===== src/sv/bhp_pkg.sv =====
package bhp_pkg;

	// Uptime guards for release tracking, in ms
	localparam logic [31:0] RELEASE_GUARD_MS = 32'd3000;
	localparam logic [31:0] IDLE_GUARD_MS    = 32'd5000;

	localparam int unsigned CFG_IDX_W  = 3;
	localparam int unsigned CFG_DATA_W = 16;

	typedef enum logic [CFG_IDX_W-1:0] {
		REG_POWER_ON_HOLD = 3'd0,
		REG_START_HOLD    = 3'd1,
		REG_RESCUE_HOLD   = 3'd2,
		REG_STOP_HOLD     = 3'd3,
		REG_OFF_HOLD      = 3'd4,
		REG_IDLE_CUR_LOW  = 3'd5,
		REG_IDLE_CUR_HIGH = 3'd6
	} reg_idx_t;

	typedef enum logic [2:0] {
		CMD_NONE       = 3'd0,
		CMD_POWER_ON   = 3'd1,
		CMD_START      = 3'd2,
		CMD_STOP       = 3'd3,
		CMD_POWER_OFF  = 3'd4,
		CMD_EMERG_MODE = 3'd5
	} cmd_t;

	typedef enum logic [1:0] {
		WS_OFF   = 2'd0,
		WS_IDLE  = 2'd1,
		WS_ERROR = 2'd2,
		WS_OTHER = 2'd3
	} work_state_t;

	typedef struct packed {
		logic               emergency_pressed;
		logic               button_pressed;
		logic        [31:0] uptime_ms;
		logic        [1:0]  work_state;
		logic               system_protected;
		logic signed [15:0] output_current;
	} in_item_t;

	typedef struct packed {
		logic       emergency_stop;
		logic [2:0] command;
		logic       stop_request;
	} out_item_t;

endpackage


===== src/sv/bhp_in_if.sv =====
interface bhp_in_if import bhp_pkg::*; ();
	logic     valid;
	logic     ready;
	in_item_t data;

	modport source (output valid, output data, input ready);
	modport sink (input valid, input data, output ready);
endinterface


===== src/sv/bhp_out_if.sv =====
interface bhp_out_if import bhp_pkg::*; ();
	logic      valid;
	logic      ready;
	out_item_t data;

	modport source (output valid, output data, input ready);
	modport sink (input valid, input data, output ready);
endinterface


===== src/sv/button_hold_power_controller.sv =====
// Channel   | Dir | Payload      | Transfer
// ----------+-----+--------------+---------------------------------
// in_ch     | in  | in_item_t    | in_ch.valid & in_ch.ready
// out_ch    | out | out_item_t   | out_ch.valid & out_ch.ready
// cfg       | in  | wr_index/data| wr_en high at clk edge
//
// One tick per clock sustained while out_ch.ready stays high. A tick is
// captured into the input stage, then evaluated against the hold state
// into the result register. arst_n clears both stage valids, the hold
// state and loads the register defaults. The input stage advances
// whenever the result register is empty or being drained, so a stalled
// output holds at most one tick in each stage before in_ch.ready drops.
module button_hold_power_controller import bhp_pkg::*; #(
	parameter int unsigned HOLD_COUNT_BITS = 8
) (
	input  logic                  clk,
	input  logic                  arst_n,
	input  logic                  wr_en,
	input  logic [CFG_IDX_W-1:0]  wr_index,
	input  logic [CFG_DATA_W-1:0] wr_data,
	bhp_in_if.sink                in_ch,
	bhp_out_if.source             out_ch
);

	// Common width for comparing the counter against 8-bit thresholds
	localparam int unsigned CMP_W = (HOLD_COUNT_BITS > 8) ? HOLD_COUNT_BITS : 8;
	localparam logic [HOLD_COUNT_BITS-1:0] HOLD_MAX = '1;

	// Configuration registers
	logic        [7:0]  power_on_hold_q, start_hold_q, rescue_hold_q;
	logic        [7:0]  stop_hold_q, off_hold_q;
	logic signed [15:0] idle_low_q, idle_high_q;

	// Hold state
	logic [HOLD_COUNT_BITS-1:0] hold_q;
	logic                       released_q;
	logic                       last_btn_q;
	logic                       stop_flag_q;

	// Pipeline
	logic      s1_valid_q;
	in_item_t  item_s1;
	logic      out_valid_q;
	out_item_t out_q;
	logic      adv;

	always_ff @(posedge clk or negedge arst_n) begin
		if (!arst_n) begin
			power_on_hold_q <= 8'd1;
			start_hold_q    <= 8'd3;
			rescue_hold_q   <= 8'd30;
			stop_hold_q     <= 8'd2;
			off_hold_q      <= 8'd4;
			idle_low_q      <= -16'sd20;
			idle_high_q     <= 16'sd30;
		end else if (wr_en) begin
			unique case (reg_idx_t'(wr_index))
				REG_POWER_ON_HOLD: power_on_hold_q <= wr_data[7:0];
				REG_START_HOLD:    start_hold_q    <= wr_data[7:0];
				REG_RESCUE_HOLD:   rescue_hold_q   <= wr_data[7:0];
				REG_STOP_HOLD:     stop_hold_q     <= wr_data[7:0];
				REG_OFF_HOLD:      off_hold_q      <= wr_data[7:0];
				REG_IDLE_CUR_LOW:  idle_low_q      <= $signed(wr_data);
				REG_IDLE_CUR_HIGH: idle_high_q     <= $signed(wr_data);
				default: ;
			endcase
		end
	end

	// Handshake: input stage moves on when the result slot is free or leaving
	assign adv          = s1_valid_q && (!out_valid_q || out_ch.ready);
	assign in_ch.ready  = !s1_valid_q || adv;
	assign out_ch.valid = out_valid_q;
	assign out_ch.data  = out_q;

	always_ff @(posedge clk or negedge arst_n) begin
		if (!arst_n) begin
			s1_valid_q <= 1'b0;
		end else if (in_ch.ready) begin
			s1_valid_q <= in_ch.valid;
		end
	end

	always_ff @(posedge clk) begin
		if (in_ch.valid && in_ch.ready) begin
			item_s1 <= in_ch.data;
		end
	end

	// Tick evaluation
	logic                       idle;
	logic [HOLD_COUNT_BITS-1:0] hold_base, hold_inc, hold_nxt;
	logic [CMP_W-1:0]           hold_cmp;
	logic                       rel_base, rel_nxt, last_base;
	logic                       stop_nxt;
	cmd_t                       cmd;
	logic                       btn;

	always_comb begin
		btn      = item_s1.button_pressed;
		idle     = (item_s1.output_current >= idle_low_q) &&
		           (item_s1.output_current <= idle_high_q);

		// Emergency contact clears the tracking first
		hold_base = item_s1.emergency_pressed ? '0 : hold_q;
		rel_base  = item_s1.emergency_pressed ? 1'b0 : released_q;
		last_base = item_s1.emergency_pressed ? 1'b0 : last_btn_q;
		stop_nxt  = item_s1.emergency_pressed ? 1'b1 : stop_flag_q;

		hold_inc = (hold_base == HOLD_MAX) ? hold_base : hold_base + HOLD_COUNT_BITS'(1);
		hold_cmp = CMP_W'(hold_base);
		hold_nxt = hold_base;
		cmd      = CMD_NONE;

		if (!btn && last_base && item_s1.uptime_ms >= RELEASE_GUARD_MS) begin
			rel_nxt = 1'b1;
		end else if (!btn && item_s1.uptime_ms >= IDLE_GUARD_MS) begin
			rel_nxt = (work_state_t'(item_s1.work_state) != WS_OFF);
		end else begin
			rel_nxt = rel_base;
		end

		if (rel_nxt) begin
			if (btn) begin
				priority if (hold_cmp >= CMP_W'(off_hold_q)) begin
					stop_nxt = 1'b1;
					if (idle) cmd = CMD_POWER_OFF;
				end else if (hold_cmp >= CMP_W'(stop_hold_q)) begin
					stop_nxt = 1'b1;
					if (idle) begin
						cmd      = CMD_STOP;
						hold_nxt = hold_inc;
					end
				end else begin
					hold_nxt = hold_inc;
				end
			end else begin
				hold_nxt = '0;
				stop_nxt = 1'b0;
			end
		end else begin
			if (btn) begin
				priority if (hold_cmp >= CMP_W'(rescue_hold_q)) begin
					// rescue hold: counter parks here
					if (item_s1.system_protected ||
					    work_state_t'(item_s1.work_state) == WS_ERROR) begin
						cmd = CMD_EMERG_MODE;
					end else if (work_state_t'(item_s1.work_state) == WS_IDLE) begin
						cmd = CMD_START;
					end
				end else if (hold_cmp >= CMP_W'(start_hold_q)) begin
					cmd      = CMD_START;
					hold_nxt = hold_inc;
				end else if (hold_cmp >= CMP_W'(power_on_hold_q)) begin
					cmd      = CMD_POWER_ON;
					hold_nxt = hold_inc;
				end else begin
					hold_nxt = hold_inc;
				end
			end else begin
				hold_nxt = '0;
			end
			stop_nxt = 1'b0;
		end
	end

	always_ff @(posedge clk or negedge arst_n) begin
		if (!arst_n) begin
			hold_q      <= '0;
			released_q  <= 1'b0;
			last_btn_q  <= 1'b0;
			stop_flag_q <= 1'b0;
			out_valid_q <= 1'b0;
		end else begin
			if (adv) begin
				hold_q      <= hold_nxt;
				released_q  <= rel_nxt;
				last_btn_q  <= btn;
				stop_flag_q <= stop_nxt;
				out_valid_q <= 1'b1;
			end else if (out_ch.ready) begin
				out_valid_q <= 1'b0;
			end
		end
	end

	always_ff @(posedge clk) begin
		if (adv) begin
			out_q.emergency_stop <= item_s1.emergency_pressed;
			out_q.command        <= cmd;
			out_q.stop_request   <= stop_nxt;
		end
	end

	// Released button always restarts the hold count
	a_hold_clear: assert property (@(posedge clk) disable iff (!arst_n)
		adv && !item_s1.button_pressed |=> hold_q == '0)
		else $error("hold count not cleared on release");

	// Last button level follows the evaluated tick
	a_last_btn: assert property (@(posedge clk) disable iff (!arst_n)
		adv |=> last_btn_q == $past(item_s1.button_pressed))
		else $error("last button level mismatch");

	// A stop request only comes from the released branch
	a_stop_cmd: assert property (@(posedge clk) disable iff (!arst_n)
		out_valid_q && out_q.stop_request |->
			(out_q.command == CMD_NONE || out_q.command == CMD_STOP ||
			 out_q.command == CMD_POWER_OFF))
		else $error("stop request with start-side command");

	// Emergency tick always reports emergency stop
	a_emerg: assert property (@(posedge clk) disable iff (!arst_n)
		adv && item_s1.emergency_pressed |=> out_valid_q && out_q.emergency_stop)
		else $error("emergency stop not reported");

	// Result register is never overwritten while held
	a_no_overrun: assert property (@(posedge clk) disable iff (!arst_n)
		out_valid_q && !out_ch.ready |-> !adv)
		else $error("result overwritten under stall");

endmodule


===== src/flat_wrapper.sv =====
// flat-port wrapper written by rule: the top's interface ports become plain ports
module button_hold_power_controller_flat import bhp_pkg::*;
#(
	parameter int unsigned HOLD_COUNT_BITS = 8
)
  (clk, arst_n, wr_en, wr_index, wr_data, in_ch_valid, in_ch_data, in_ch_ready, out_ch_valid, out_ch_data, out_ch_ready);
  bhp_in_if in_ch_i ();
  bhp_out_if out_ch_i ();
  input  logic clk;
  input  logic arst_n;
  input  logic wr_en;
  input  logic [CFG_IDX_W-1:0] wr_index;
  input  logic [CFG_DATA_W-1:0] wr_data;
  input wire logic [$bits(in_ch_i.valid)-1:0] in_ch_valid;
  input wire logic [$bits(in_ch_i.data)-1:0] in_ch_data;
  output wire logic [$bits(in_ch_i.ready)-1:0] in_ch_ready;
  output wire logic [$bits(out_ch_i.valid)-1:0] out_ch_valid;
  output wire logic [$bits(out_ch_i.data)-1:0] out_ch_data;
  input wire logic [$bits(out_ch_i.ready)-1:0] out_ch_ready;
  assign in_ch_i.valid = in_ch_valid;
  assign in_ch_i.data = in_ch_data;
  assign in_ch_ready = in_ch_i.ready;
  assign out_ch_valid = out_ch_i.valid;
  assign out_ch_data = out_ch_i.data;
  assign out_ch_i.ready = out_ch_ready;
  button_hold_power_controller #(.HOLD_COUNT_BITS(HOLD_COUNT_BITS)) u_core (.clk(clk), .arst_n(arst_n), .wr_en(wr_en), .wr_index(wr_index), .wr_data(wr_data), .in_ch(in_ch_i), .out_ch(out_ch_i));
endmodule

===== config.mk =====
export PLATFORM = sky130hd
export DESIGN_NAME = button_hold_power_controller_flat
export DESIGN_NICKNAME = d
export VERILOG_FILES = /design/src/sv/bhp_pkg.sv /design/src/sv/bhp_in_if.sv /design/src/sv/bhp_out_if.sv /design/src/sv/button_hold_power_controller.sv /design/src/flat_wrapper.sv
export SDC_FILE = /design/constraint.sdc
export NUM_CORES = 1
export LEC_CHECK = 0
export ABC_AREA = 0
export BUFFER_PORTS_ARGS = -buffer_cell sky130_fd_sc_hd__clkbuf_2
export CAP_MARGIN = 10
export CORE_MARGIN = 2
export CORE_UTILIZATION = 55
export CTS_BUF_LIST = sky130_fd_sc_hd__clkbuf_4
export DETAILED_ROUTE_END_ITERATION = 8
export PLACE_DENSITY = 0.85
export SLEW_MARGIN = 20
export SYNTH_ARGS = -nofsm -noshare
export SYNTH_HDL_FRONTEND = slang
export SYNTH_SLANG_ARGS = --single-unit

===== constraint.sdc =====
create_clock -name clk -period 2.95 [get_ports clk]
set_input_delay 0.4425 -clock clk [delete_from_list [all_inputs] [get_ports clk]]
set_output_delay 0.4425 -clock clk [all_outputs]
set_load 0.03 [all_outputs]

==> results of run 1 <==
==> worst max-delay path, stage by stage (launching register included) <==
cell	delay [ns]
dfstp_2	0.56
inv_1	0.04
ha_1	0.29
nor2b_1	0.15
o211ai_1	0.24
a2111oi_1	0.15
or3b_1	0.40
a22o_4	0.31
nand2_4	0.08
a31oi_1	0.08
buf_4	0.17
o311ai_1	0.30
nand3_1	0.12
==> where the power goes <==
part / leakage [nW] / internal (mW) / switching, mW
combinational: 2.29 / 0.595 / 0.652
sequential: 1.53 / 2.37 / 0.146
clock: 0.140 / 0.442 / 0.750
==> stage by stage <==
| step | TNS (ns) | worst slack [ns] | utilization | instance area [um2] | cells |
|---|---|---|---|---|---|
| 2_1_floorplan | 0 | 0.0254 | - | 7160 | 618 |
| 3_3_place_gp | -0.00568 | -0.00427 | 0.627 | 7950 | 887 |
| 3_5_place_dp | -0.437 | -0.112 | 0.627 | 7950 | 887 |
| 4_1_cts | 0 | 0.00433 | 0.651 | 8250 | 921 |
| 5_1_grt | -0.758 | -0.158 | 0.687 | 8700 | 951 |
| 6_report | -0.168 | -0.0596 | 0.687 | 8700 | 951 |
==> metal layers <==
layer | part of all wire | up-vias
met3 | 0.047 | 47
met2 | 0.52 | 171
li1 | - | 2516
met4 | 0.025 | 0
met1 | 0.41 | 2531
met5 | 0 | -
==> synth_stat cells, types with 2 or more instances <==
cell type,instances
inv_1,76
ha_1,73
dfrtp_1,59
edfxtp_1,55
nand2_1,53
mux2_2,44
o21ai_0,39
dfstp_2,26
a21oi_1,25
nor2_1,16
nand4_1,12
nor2b_1,12
a21o_1,11
clkbuf_1,11
nand3_1,11
nand2b_1,10
nor4_1,10
o211ai_1,5
a31oi_1,4
nand4b_1,4
nor3_1,4
nor3b_1,4
or4_1,4
and2_1,3
o21a_1,3
o31ai_1,3
or2_2,3
a2111oi_0,2
a21o_2,2
a22o_1,2
a31o_2,2
nand2_4,2
==> path summary, 6_finish.rpt <==
kind	slack, ns	endpoint	from	cells past startpoint
max	-0.06	u_core.hold_q[5]	u_core.idle_high_q[1]	12
min	0.05	u_core.item_s1[0]	in_ch_data[0]	1
max reg2reg	-0.06	u_core.hold_q[5]	u_core.idle_high_q[1]	12
min reg2reg	0.51	u_core.last_btn_q	u_core.last_btn_q	2
max in group asynchronous	1.90	u_core.out_ch.valid	arst_n	2
min in group asynchronous	0.50	u_core.idle_high_q[9]	arst_n	2
==> what timing repair did <==
action                                 in CTS  in global routing
resized for setup                           6                 34
setup endpoints to repair                   6                  8
endpoints found under the hold margin       0                 76
hold buffers                                0                 21
pin swaps                                   2                 14
buffers inserted                            2                  8
gates cloned                                0                  0
==> flip-flops by register name, indices dropped and copies added (netlist names), 5 cells and up <==
register / flops
u_core.power_on_hold_q: 8
u_core.idle_low_q: 16
u_core.out_ch.data: 5
u_core.start_hold_q: 8
u_core.item_s1: 49
u_core.rescue_hold_q: 8
u_core.hold_q: 8
u_core.idle_high_q: 16
u_core.off_hold_q: 8
u_core.stop_hold_q: 8
==> final cells by class <==
type	count	area [um2]	share of cell area
Multi-Input combinational cell	390	3200	0.368
Inverter	77	289	0.0332
Clock buffer	18	135	0.0155
Clock inverter	14	136	0.0157
Tap cell	172	215	0.0247
Antenna cell	1	2.50	0.000287
Sequential cell	140	3810	0.438
Timing Repair Buffer	139	913	0.105
==> logic make-up after synthesis <==
logic type	count (synthesis)
AND/OR/NAND/NOR	157
flip-flops	140
adder cells (fa/ha/maj)	73
XOR/XNOR	1
multiplexers	46
AO/OA/AOI/OAI	113
buffers and inverters	88
==> results.json, run 1 <==
{
  "synth-seq-cells": 140,
  "clock_skew_ns": 0.0258,
  "yosys.area_share.xor_xnor": 0.00122,
  "drive_above_1_share": 0.339,
  "criticalPathCategory": "reg -> reg",
  "avgSynthCellArea_um2": 11.6,
  "grt_usage": 0.228,
  "path_max_fanout": 5,
  "firstDrtPassIters": 5,
  "netlist_area_mm2": 0.00716,
  "gp_congestion": 0.859,
  "synthesis.nets": 768,
  "hpwl_um": 11100,
  "met2_usage": 0.388,
  "via_count": 5265,
  "cts-buffers-inserted": 17,
  "p_total_mw": 4.95,
  "synth_compound_area_frac": 0.102,
  "synthMuxAreaShare": 0.0727,
  "seq_area_frac_synth": 0.532,
  "via_per_inst": 5.54,
  "port_buffers": 80,
  "synth-adder-area-share": 0.128,
  "clockBufferDepth": 2,
  "final_nets": 915,
  "drv_cap": 0,
  "fmax_ghz": 0.332,
  "core_mm2": 0.0127,
  "start_kind": "flop",
  "die_w_um": 118,
  "die_h_um": 118,
  "io_pins": 84,
  "overflow": 0,
  "wirelength_um": 16600,
  "end_kind": "flop",
  "ant_nets": 0,
  "slew_violations": 0,
  "clk_latency_ns": 0.57,
  "dieArea_mm2": 0.0139,
  "fill_cells": 881,
  "relSlewSlack": 0.305,
  "final_hold_viol_count": 0,
  "num_rows": 41,
  "grt_max_degree": 86,
  "grt_pass1_wl_um": 25200,
  "violations": "setup timing",
  "synth_warnings": 0,
  "hold_slack_ns": 0.0456,
  "setup_violations": 5,
  "final_common_cell": "clkbuf_2",
  "tightest_slew_ns": 1.04,
  "final_cell_mix": "79 x clkbuf_2, 75 x inv_1, 68 x ha_1, 59 x dfrtp_1, 55 x edfxtp_1",
  "synth_top_family_by_area": "adder cells",
  "p_leak_nw": 3.96,
  "met3_usage": 0.0586,
  "drc": 0,
  "async_flop_share": 0.607,
  "root_buffer": "clkbuf_4",
  "synth.largest_area_cell": "edfxtp_1",
  "grt_busiest_layer": "met2",
  "synthSimpleGateAreaFrac": 0.119,
  "area_growth_pct": 21.6,
  "outcome": "finished with violations",
  "vdd_drop_max_v": 0.000362,
  "clkTransAtPathRegs_ns": 0.13,
  "post_synth_main_area_contributors": "edfxtp_1 23%, dfrtp_1 21%, ha_1 13%",
  "synth_ff_type": "dfrtp_1",
  "cp.arrival_ns": 3.45,
  "h-tree-depth": 4,
  "drt_iter0_drc": 335,
  "wl_per_cell_um": 17.4,
  "required_ns": 3.39,
  "syn_inst": 618,
  "synth_cell_types": 60,
  "antenna_found_initial": 1,
  "fin_crit_sh": 1.02,
  "cts.sinks": 140,
  "grt_pass1_vias": 5410,
  "fin_crit_ns": 3.01,
  "cts_tree": "built",
  "p_per_area_mw_per_mm2": 569,
  "yosysTopAreaCellShare": 0.231,
  "grtUsageMet1": 0.275,
  "finalWorstSetupSlack_ns": -0.0596,
  "hp-class": "in -> reg",
  "start_util": 0.565,
  "synth_edf_count": 55
}
Note: power is estimated with default switching activity, not from simulation.
==> run 2, diff against run 1 <==
HOLD_SLACK_MARGIN = 0.15   (was not set)
==> results.json, run 2 (synthesis results as in run 1) <==
{
  "criticalPathCategory": "reg -> reg",
  "area_growth_pct": 27.6,
  "tns_ns": -0.504,
  "via_count": 5568,
  "root_buffer": "clkbuf_4",
  "drive_above_1_share": 0.322,
  "vdd_drop_max_v": 0.000411,
  "port_buffers": 80,
  "h-tree-depth": 4,
  "power.share.clock": 0.238,
  "p_leak_nw": 4.14,
  "clk_latency_ns": 0.58,
  "drt_iter0_drc": 385,
  "num_antenna_cells": 0,
  "fin_cells": 989,
  "reg.largest.list": "u_core.item_s1 x49, u_core.idle_high_q x16, u_core.idle_low_q x16",
  "final_cell_mix": "79 x clkbuf_2, 75 x inv_1, 67 x ha_1, 65 x dlygate4sd3_1, 59 x dfrtp_1",
  "max_stage_delay_ns": 0.53,
  "end_kind": "flop",
  "final_nets": 954,
  "max_flop_register": "u_core.item_s1",
  "grt_usage": 0.260,
  "io_pins": 84,
  "layout.area.seq_mm2": 0.00381,
  "fin_crit_sh": 1.05,
  "finalWorstSetupSlack_ns": -0.134,
  "setup_violations": 7,
  "intPower_mw": 3.46,
  "post-route-util": 0.721,
  "largest_reg_flops": 49,
  "fill_cells": 811,
  "hold_slack_ns": 0.188,
  "drv_cap": 0,
  "die_h_um": 118,
  "cts.sinks": 140,
  "slew_violations": 0,
  "gp_congestion": 0.859,
  "power_frac_seq": 0.496,
  "clockBufferDepth": 2,
  "firstDrtPassIters": 5,
  "final_common_cell": "clkbuf_2",
  "antenna_found_initial": 0,
  "multi_input_area_mm2": 0.00324,
  "cp.arrival_ns": 3.60,
  "final_hold_viol_count": 0,
  "required_ns": 3.46,
  "ant_nets": 0,
  "dieArea_mm2": 0.0139,
  "crit_slowest_cell": "or4_1",
  "via_per_inst": 5.63,
  "p_per_area_mw_per_mm2": 556,
  "drc": 0,
  "violations": "setup timing",
  "num_rows": 41,
  "wirelength_um": 18200,
  "p_sw_mw": 1.62,
  "start_kind": "flop",
  "grt_pass1_vias": 5929,
  "clkTransAtPathRegs_ns": 0.13,
  "combPwrFrac": 0.266,
  "fmax_ghz": 0.324,
  "fin_crit_ns": 3.08,
  "die_w_um": 118,
  "worstPathCellList": "ha_1 -> a21oi_1 -> o21ai_1 -> a221oi_2 -> or3b_1 -> a22o_4 -> nand2_4 -> a21oi_4 -> or4_1 -> nand3_1",
  "start_util": 0.565,
  "grt_pass1_wl_um": 28400,
  "wl_per_cell_um": 18.4,
  "cts_tree": "built",
  "overflow": 0,
  "outcome": "finished with violations",
  "cts-buffers-inserted": 17,
  "path_max_fanout": 7,
  "grt_max_degree": 86,
  "placedCellCount": 887,
  "clock_skew_ns": 0.0227,
  "core_mm2": 0.0127,
  "swShare": 0.319,
  "tightest_slew_ns": 1.11,
  "hp-class": "in -> reg",
  "hpwl_um": 11100,
  "relSlewSlack": 0.257
}
-- run 2: power by group through the flow --
stage | clock network (mW) | registers (mW) | logic (mW)
after floorplan | 0 | 2.51 | 0.723
after global placement | 0 | 2.52 | 1.00
after detailed placement | 0 | 2.54 | 1.09
after CTS | 1.21 | 2.50 | 1.18
after global routing | 1.31 | 2.55 | 1.49
final | 1.21 | 2.52 | 1.35
-- run 2: final cells by class --
class / instances / area share
flip-flops and latches: 140 / 0.417
inverters: 77 / 0.0316
well taps: 172 / 0.0235
multi-input cells: 390 / 0.355
repair buffers: 178 / 0.144
clock inverters: 14 / 0.0149
clock buffers: 18 / 0.0148
-- run 2: critical path, delay by kind of cell, from the launching register on --
family                   cells  cell delay (ns)
AND/OR/NAND/NOR              4             1.14
AO/OA/AOI/OAI                5             1.10
flip-flops                   1             0.43
adder cells (fa/ha/maj)      1             0.36
-- run 2: per-stage QoR --
step	cell area (um2)	power, mW	worst slack, ns
after floorplan	7160	3.23	0.0254
after global placement	7950	3.53	-0.00427
after detailed placement	7950	3.63	-0.112
after CTS	8900	4.89	0.00433
after global routing	9140	5.35	-0.221
final	9140	5.08	-0.134
-- run 2: worst paths after layout --
kind                            slack, ns               start  depth (start not counted)                     end
worst max-delay path                -0.13   u_core.item_s1[5]                         10        u_core.hold_q[3]
worst min-delay path                 0.19          wr_data[6]                          3  u_core.start_hold_q[6]
worst max register to register      -0.13   u_core.item_s1[5]                         10        u_core.hold_q[3]
worst min register to register       0.51  u_core.stop_flag_q                          2      u_core.stop_flag_q
max in group asynchronous            1.91              arst_n                          2      u_core.stop_flag_q
min in group asynchronous            0.46              arst_n                          2   u_core.idle_high_q[9]
-- run 2: layer usage --
layer / track usage / wire, um / vias to the layer above
met5: 0 / 0 / -
met1: 0.294 / 7080 / 2677
met4: 0.127 / 828 / 0
met2: 0.459 / 9280 / 224
met3: 0.0620 / 996 / 77
li1: - / - / 2590
-- run 2: what timing repair did --
action	4_1_cts	5_1_grt
setup endpoints to repair	6	8
hold endpoints to repair	133	0
cloned	0	0
gates resized for setup	6	38
hold buffers	65	0
setup buffers	2	3
pin swaps	2	18
